File: config.mk
export PLATFORM = sky130hd
export DESIGN_NAME = lz11_front
export DESIGN_NICKNAME = d
export VERILOG_FILES = /design/src/design/lz11_pkg.sv /design/src/design/lz11_front.sv
export SDC_FILE = /design/constraint.sdc
export NUM_CORES = 1
export LEC_CHECK = 0
export BUFFER_PORTS_ARGS = -buffer_cell sky130_fd_sc_hd__buf_4
export CAP_MARGIN = 0
export CELL_PAD_IN_SITES_DETAIL_PLACEMENT = 1
export CELL_PAD_IN_SITES_GLOBAL_PLACEMENT = 2
export CORE_ASPECT_RATIO = 0.9
export CORE_MARGIN = 4
export CORE_UTILIZATION = 36
export DETAILED_ROUTE_END_ITERATION = 10
export GPL_TIMING_DRIVEN = 0
export PLACE_DENSITY = 0.85
export REMOVE_ABC_BUFFERS = 1
export SYNTH_ARGS = -nofsm -noshare
export SYNTH_HDL_FRONTEND = slang
export SYNTH_SLANG_ARGS = --single-unit
File: constraint.sdc
create_clock -name i_clk -period 5.9 [get_ports i_clk]
set_clock_uncertainty 0.1 [all_clocks]
set_input_delay 1.18 -clock i_clk [delete_from_list [all_inputs] [get_ports i_clk]]
set_output_delay 1.18 -clock i_clk [all_outputs]
set_load 0.005 [all_outputs]
File: src/design/lz11_pkg.sv
// Shared types and constants for the LZ11 decompressor.
package lz11_pkg;

    localparam int unsigned WindowDepth = 4096;
    localparam int unsigned WinAw = $clog2(WindowDepth);

    typedef enum logic [3:0] {
        PH_HDR0, PH_HDR1, PH_HDR2, PH_HDR3, PH_FLAG,
        PH_TOKEN, PH_EXT1, PH_EXT2, PH_EXT3, PH_COPY
    } t_phase;

    typedef enum logic [1:0] {
        ST_BYTE = 2'd0, ST_BAD_TYPE = 2'd1, ST_REFUSED = 2'd2, ST_TOO_FAR = 2'd3
    } t_status;

    localparam logic [7:0] TypeByte = 8'h11;
    localparam logic [16:0] LongBias = 17'h111;
    localparam logic [16:0] MidBias = 17'h11;

    // Work handed from front to back
    typedef struct packed {
        logic        is_err;   // emit an error word
        t_status     status;
        logic        is_lit;   // write literal into history
        logic [7:0]  data;
        logic        is_copy;  // read history at addr
        logic [WinAw-1:0] addr;
        logic [WinAw-1:0] waddr;  // history slot for the output byte
        logic        last;
    } t_cmd;

endpackage

File: src/design/lz11_front.sv
// Stream parser: header, flags, tokens and copy bookkeeping.
module lz11_front (
    input  logic            i_clk,
    input  logic            i_rst_n,
    input  logic            i_valid,
    input  logic            i_action,
    input  logic [7:0]      i_byte,
    input  logic            i_cmd_ready,
    output logic            o_ready,
    output logic            o_cmd_valid,
    output lz11_pkg::t_cmd  o_cmd
);
    localparam int unsigned Aw = lz11_pkg::WinAw;
    localparam logic [Aw:0] WinFull = {1'b1, {Aw{1'b0}}};

    lz11_pkg::t_phase r_phase, n_phase;
    logic [7:0]  r_flag, n_flag;
    logic [3:0]  r_fpos, n_fpos;
    logic [7:0]  r_t1, n_t1, r_t2, n_t2, r_t3, n_t3;
    logic [16:0] r_rem, n_rem;
    logic [Aw:0] r_dist, n_dist;
    logic [23:0] r_left, n_left;
    logic [Aw:0] r_written, n_written;
    logic [Aw-1:0] r_wp, n_wp;
    logic        fire;
    logic [16:0] tlen;
    logic [Aw:0] tdist;
    logic        tdone;
    logic [23:0] left_dec;

    assign o_ready = i_cmd_ready;
    assign fire    = i_valid && i_cmd_ready;
    assign left_dec = (r_left != 24'd0) ? r_left - 24'd1 : r_left;

    // Token decode for the byte completing a match
    always_comb begin
        tlen  = '0;
        tdist = '0;
        tdone = 1'b0;
        unique case (r_phase)
            lz11_pkg::PH_EXT1: begin
                tdone = r_t1[7:4] > 4'd1;
                tlen  = {13'd0, r_t1[7:4]} + 17'd1;
                tdist = {1'b0, r_t1[3:0], i_byte} + 13'd1;
            end
            lz11_pkg::PH_EXT2: begin
                tdone = r_t1[7:4] == 4'd0;
                tlen  = {9'd0, r_t1[3:0], r_t2[7:4]} + lz11_pkg::MidBias;
                tdist = {1'b0, r_t2[3:0], i_byte} + 13'd1;
            end
            lz11_pkg::PH_EXT3: begin
                tdone = 1'b1;
                tlen  = {1'b0, r_t1[3:0], r_t2, r_t3[7:4]} + lz11_pkg::LongBias;
                tdist = {1'b0, r_t3[3:0], i_byte} + 13'd1;
            end
            default: ;
        endcase
    end

    // Next state and command
    always_comb begin
        n_phase = r_phase; n_flag = r_flag; n_fpos = r_fpos;
        n_t1 = r_t1; n_t2 = r_t2; n_t3 = r_t3;
        n_rem = r_rem; n_dist = r_dist; n_left = r_left;
        n_written = r_written; n_wp = r_wp;
        o_cmd_valid = 1'b0;
        o_cmd = '0;
        o_cmd.status = lz11_pkg::ST_BYTE;
        if (fire && i_action) begin
            if (r_phase == lz11_pkg::PH_COPY) begin
                o_cmd_valid = 1'b1;
                o_cmd.is_copy = 1'b1;
                o_cmd.addr = r_wp - r_dist[Aw-1:0];
                o_cmd.waddr = r_wp;
                o_cmd.last = left_dec == 24'd0;
                n_wp = r_wp + 1'b1;
                if (r_written != WinFull) n_written = r_written + 1'b1;
                n_left = left_dec;
                n_rem = (r_rem != 17'd0) ? r_rem - 17'd1 : r_rem;
                if (left_dec == 24'd0) begin
                    n_rem = '0;
                    n_phase = lz11_pkg::PH_HDR0;
                end else if (n_rem == 17'd0) begin
                    n_flag = {r_flag[6:0], 1'b0};
                    n_fpos = r_fpos + 4'd1;
                    n_phase = (n_fpos >= 4'd8) ? lz11_pkg::PH_FLAG : lz11_pkg::PH_TOKEN;
                end
            end
        end else if (fire) begin
            unique case (r_phase)
                lz11_pkg::PH_HDR0: begin
                    if (i_byte != lz11_pkg::TypeByte) begin
                        o_cmd_valid = 1'b1;
                        o_cmd.is_err = 1'b1;
                        o_cmd.status = lz11_pkg::ST_BAD_TYPE;
                        n_rem = '0;
                    end else begin
                        n_left = '0;
                        n_written = '0;
                        n_phase = lz11_pkg::PH_HDR1;
                    end
                end
                lz11_pkg::PH_HDR1: begin
                    n_left = {16'd0, i_byte};
                    n_phase = lz11_pkg::PH_HDR2;
                end
                lz11_pkg::PH_HDR2: begin
                    n_left[15:8] = i_byte;
                    n_phase = lz11_pkg::PH_HDR3;
                end
                lz11_pkg::PH_HDR3: begin
                    n_left[23:16] = i_byte;
                    n_phase = (n_left == 24'd0) ? lz11_pkg::PH_HDR0 : lz11_pkg::PH_FLAG;
                end
                lz11_pkg::PH_FLAG: begin
                    n_flag = i_byte;
                    n_fpos = '0;
                    n_phase = lz11_pkg::PH_TOKEN;
                end
                lz11_pkg::PH_TOKEN: begin
                    if (!r_flag[7]) begin
                        o_cmd_valid = 1'b1;
                        o_cmd.is_lit = 1'b1;
                        o_cmd.data = i_byte;
                        o_cmd.waddr = r_wp;
                        o_cmd.last = left_dec == 24'd0;
                        n_wp = r_wp + 1'b1;
                        if (r_written != WinFull) n_written = r_written + 1'b1;
                        n_left = left_dec;
                        n_flag = {r_flag[6:0], 1'b0};
                        n_fpos = r_fpos + 4'd1;
                        if (left_dec == 24'd0) n_phase = lz11_pkg::PH_HDR0;
                        else if (n_fpos >= 4'd8) n_phase = lz11_pkg::PH_FLAG;
                        else n_phase = lz11_pkg::PH_TOKEN;
                    end else begin
                        n_t1 = i_byte; n_t2 = '0; n_t3 = '0;
                        n_phase = lz11_pkg::PH_EXT1;
                    end
                end
                lz11_pkg::PH_EXT1, lz11_pkg::PH_EXT2, lz11_pkg::PH_EXT3: begin
                    if (r_phase == lz11_pkg::PH_EXT1) n_t2 = i_byte;
                    if (r_phase == lz11_pkg::PH_EXT2) n_t3 = i_byte;
                    if (!tdone) begin
                        n_phase = (r_phase == lz11_pkg::PH_EXT1) ? lz11_pkg::PH_EXT2
                                                                 : lz11_pkg::PH_EXT3;
                    end else if (tdist > r_written) begin
                        o_cmd_valid = 1'b1;
                        o_cmd.is_err = 1'b1;
                        o_cmd.status = lz11_pkg::ST_TOO_FAR;
                        n_phase = lz11_pkg::PH_HDR0;
                        n_rem = '0;
                    end else begin
                        n_rem = tlen;
                        n_dist = tdist;
                        n_phase = lz11_pkg::PH_COPY;
                    end
                end
                lz11_pkg::PH_COPY: begin
                    o_cmd_valid = 1'b1;
                    o_cmd.is_err = 1'b1;
                    o_cmd.status = lz11_pkg::ST_REFUSED;
                    n_phase = lz11_pkg::PH_HDR0;
                    n_rem = '0;
                end
                default: n_phase = lz11_pkg::PH_HDR0;
            endcase
        end
    end

    // State registers
    always_ff @(posedge i_clk) begin
        if (!i_rst_n) begin
            r_phase <= lz11_pkg::PH_HDR0;
            r_flag <= '0; r_fpos <= '0;
            r_t1 <= '0; r_t2 <= '0; r_t3 <= '0;
            r_rem <= '0; r_dist <= '0; r_left <= '0;
            r_written <= '0; r_wp <= '0;
        end else begin
            r_phase <= n_phase;
            r_flag <= n_flag; r_fpos <= n_fpos;
            r_t1 <= n_t1; r_t2 <= n_t2; r_t3 <= n_t3;
            r_rem <= n_rem; r_dist <= n_dist; r_left <= n_left;
            r_written <= n_written; r_wp <= n_wp;
        end
    end
endmodule

==> flow_summary.ini <==
[status]
outcome = completed

[cts]
clk_path_buf_depth = 2
htreeDepth = 4
clkSlewWorstSetupHoldPaths_ns = 0.06
numCtsBuffers = 17
clk_latency_ns = 0.43
cts_tree = yes
cts_root_buf = clkbuf_16
cts_sinks = 118

[cells_and_area]
antenna_cells = 0
final_nets = 1299
final_common_cell = nand2_1
drive_above_1_share_pct = 10.3
fin_util_pct = 42.1
final_cell_count_no_fill = 1595
final_cell_mix = 149 x nand2_1, 143 x nor2_1, 114 x dfxtp_1, 87 x a21oi_1, 60 x o21ai_0
areaGrowthSynthToFinish_pct = 14.4
fin_area_sq_um = 10300

[floorplan]
initial_utilization_pct = 36.8
boundaryPins = 53
placeableCoreArea_sq_um = 24400
row_count = 54
fp.dieW_um = 174
die_y_um = 158
die_area_sq_um = 27500

[pwr]
p_per_area_nw_per_um2 = 201
p_leak_uw = 0.00390
vdd_drop_max_v = 0.000165
finalPower_uw = 2060

[sta]
fmax_mhz = 177
setup_ws_ns = 0.259
relSlewSlack_pct = 11.4
finalSetupViolations = 0
final_max_slew_viol_count = 0
fin_crit_ns = 5.64
rsz0062_at_grt = no
fin_crit_sh_pct = 95.6
hold_viol = 0
worst_slew_pin_slew_ns = 1.33

[routing]
avgRoutedWirePerCell_um = 20.5
first_iter_violations = 715
first_pass_iters = 5
vias = 9387
via_per_inst = 5.89
ant_nets = 0
route.detailed.drc = 0
wirelength_mm = 32.7

[synth]
synth_area_sq_um = 8970
yosys_warnings = 0
synthArstFlopShare_pct = 0
syn_area_per_cell_sq_um = 7.17
synth.area.top_cells = dfxtp_1 26%, nand2_1 6.2%, nor2_1 6.2%
netlist.area_leader.share_pct = 26.3
ys_seq_area_share_pct = 26.3
synthFlopType = dfxtp_1
synth_edf_count = 0
syn_inst = 1251
synth.largest_area_cell = dfxtp_1
synth_cell_types = 82
synth_seq_cells = 118

[setup_path]
worst_ep_required_time_ns = 4.62
path_delay_family = simple AND/OR/NAND/NOR gates
worstSetupPathType = primary input to output port
worstSetupEndpoint = o_cmd_valid
crit_slowest_cell = nor3_1
slowest_delay_ns = 0.32
reg2reg_to = r_phase[0]
r2r-start = r_left[0]
start_kind = primary input
crit_cells = 17
end_kind = output port
rr_worst_depth = 10
critPathLaunch = i_byte[0]
worstPathCellList = buf_4 > ha_1 > nand3_1 > nor2_4 > nand4_1 > xor2_1 > nor2_2 > ha_1 > a21o_1 > a21o_1 > a21oi_1 > o21ai_1 > o21bai_2 > nor2_2 > nor3_1 > o21ai_0 > buf_4
path_buf_inv = 2
worstPathArrival_ns = 4.36
crit_fanout = 10
regToRegSetupSlack_ns = 1.12

[global_routing]
grt_pass1_vias = 9332
grt_overflow = 0
grt_max_degree = 77
grt_usage_pct = 23.7
grt_pass1_wl_mm = 52.2
antenna_found_initial = 0

[job]
maxCapViolCount = 0

[placed_design]
place_ws_ns = -0.428
placedCellCount = 1558
dpl.hpwl_mm = 23.5
gp_congestion = 0.869
placed_area_sq_um = 9530
port_buffers = 52

[worst_hold_path]
hold_depth = 2
min_from = r_dist[3]
hp-class = flop to flop
## sequential cells by signal, summed over array words and instances, names as in the netlist
register and flops:
r_left 24, r_rem 17, r_written 13, r_dist 12, r_wp 12, r_flag 8, r_t1 8, r_t2 8
r_t3 8, r_fpos 4, r_phase 4
## through the flow
step	hold slack (ns)	TNS (ns)
floorplan	0.336	0
global placement	0.347	-53.08
detailed placement	0.350	-1.45
CTS	0.357	0
global route	0.373	0
finish	0.355	0
## cell families (layout without fill, tap and decap cells)
| logic type | after synthesis | count (layout) | share of synthesized area (%) |
|---|---|---|---|
| DFF | 118 | 118 | 26.3 |
| xor gates and xnor gates | 57 | 57 | 5.57 |
| muxes | 20 | 20 | 2.23 |
| adders and majority gates | 40 | 40 | 5.66 |
| and+or+nand+nor | 564 | 564 | 31.2 |
| buffers and inverters | 140 | 148 | 6.15 |
| AOI/OAI and AO/OA | 312 | 312 | 22.8 |
## power breakdown
group	internal, uW	switching, uW
sequential	797	1.45
combinational	34.5	85.6
clock	726	415
## tightest hold or removal path: cells and delay by family, from the launching register on
family | cells | cell delay [ns]
flops | 1 | 0.31
simple gates | 1 | 0.05
compound gates | 1 | 0.05
## what timing repair did
action                                 4_1_cts  5_1_grt
endpoints found under the hold margin        0        0
buffers inserted                             3        2
hold buffers                                 0        0
setup endpoints to repair                    8        4
resized for setup                            8       11
pin swaps                                    2        3
## area by class of cell
class,count,area [sq um]
repair buffers,62,497
clock inverters,13,179
multi-input cells,993,6130
flip-flops and latches,118,2370
inverters,54,205
well taps,336,420
clock buffers,19,453
fillers,3052,14100
## cells in the mapped netlist, types with 4 or more instances
master and instances:
a211oi_1 14, a21boi_0 5, a21o_1 9, a21oi_1 87, a221oi_1 7, a22o_1 7
a22oi_1 21, a31oi_1 12, a41oi_1 4, and2_1 23, and3_1 14, and4_1 6
buf_1 4, clkbuf_1 75, dfxtp_1 118, ha_1 39, inv_1 53, mux2i_1 20
nand2_1 149, nand2b_1 9, nand3_1 52, nand3b_1 4, nand4_1 18, nor2_1 147
nor2b_1 9, nor3_1 40, nor3b_1 4, nor4_1 32, o211ai_1 4, o21a_1 9
o21ai_0 62, o21ai_1 5, o22ai_1 8, o311a_1 4, o31a_1 6, o31ai_1 6
o32a_1 4, o32ai_1 7, or2_2 9, or3_1 18, or4_1 12, xnor2_1 32
xor2_1 25
## routing by layer
layer	part of all wire (%)	wire length (um)	GRT usage, %	vias to the layer above
li1	-	-	-	4513
met1	49	16000	32.9	4642
met2	46	14900	38.3	195
met3	3.5	1150	3.41	37
met4	2.1	699	7.16	0
met5	0	0	0	-
## worst min-delay path by stage
stage / endpoint / slack (ns)
after floorplan: r_dist[10] / 0.34
after global placement: r_dist[9] / 0.35
after detailed placement: r_dist[3] / 0.35
after CTS: r_dist[3] / 0.36
after global routing: r_dist[9] / 0.37
final: r_dist[3] / 0.36
No activity file was read; power rests on OpenSTA's default activity.
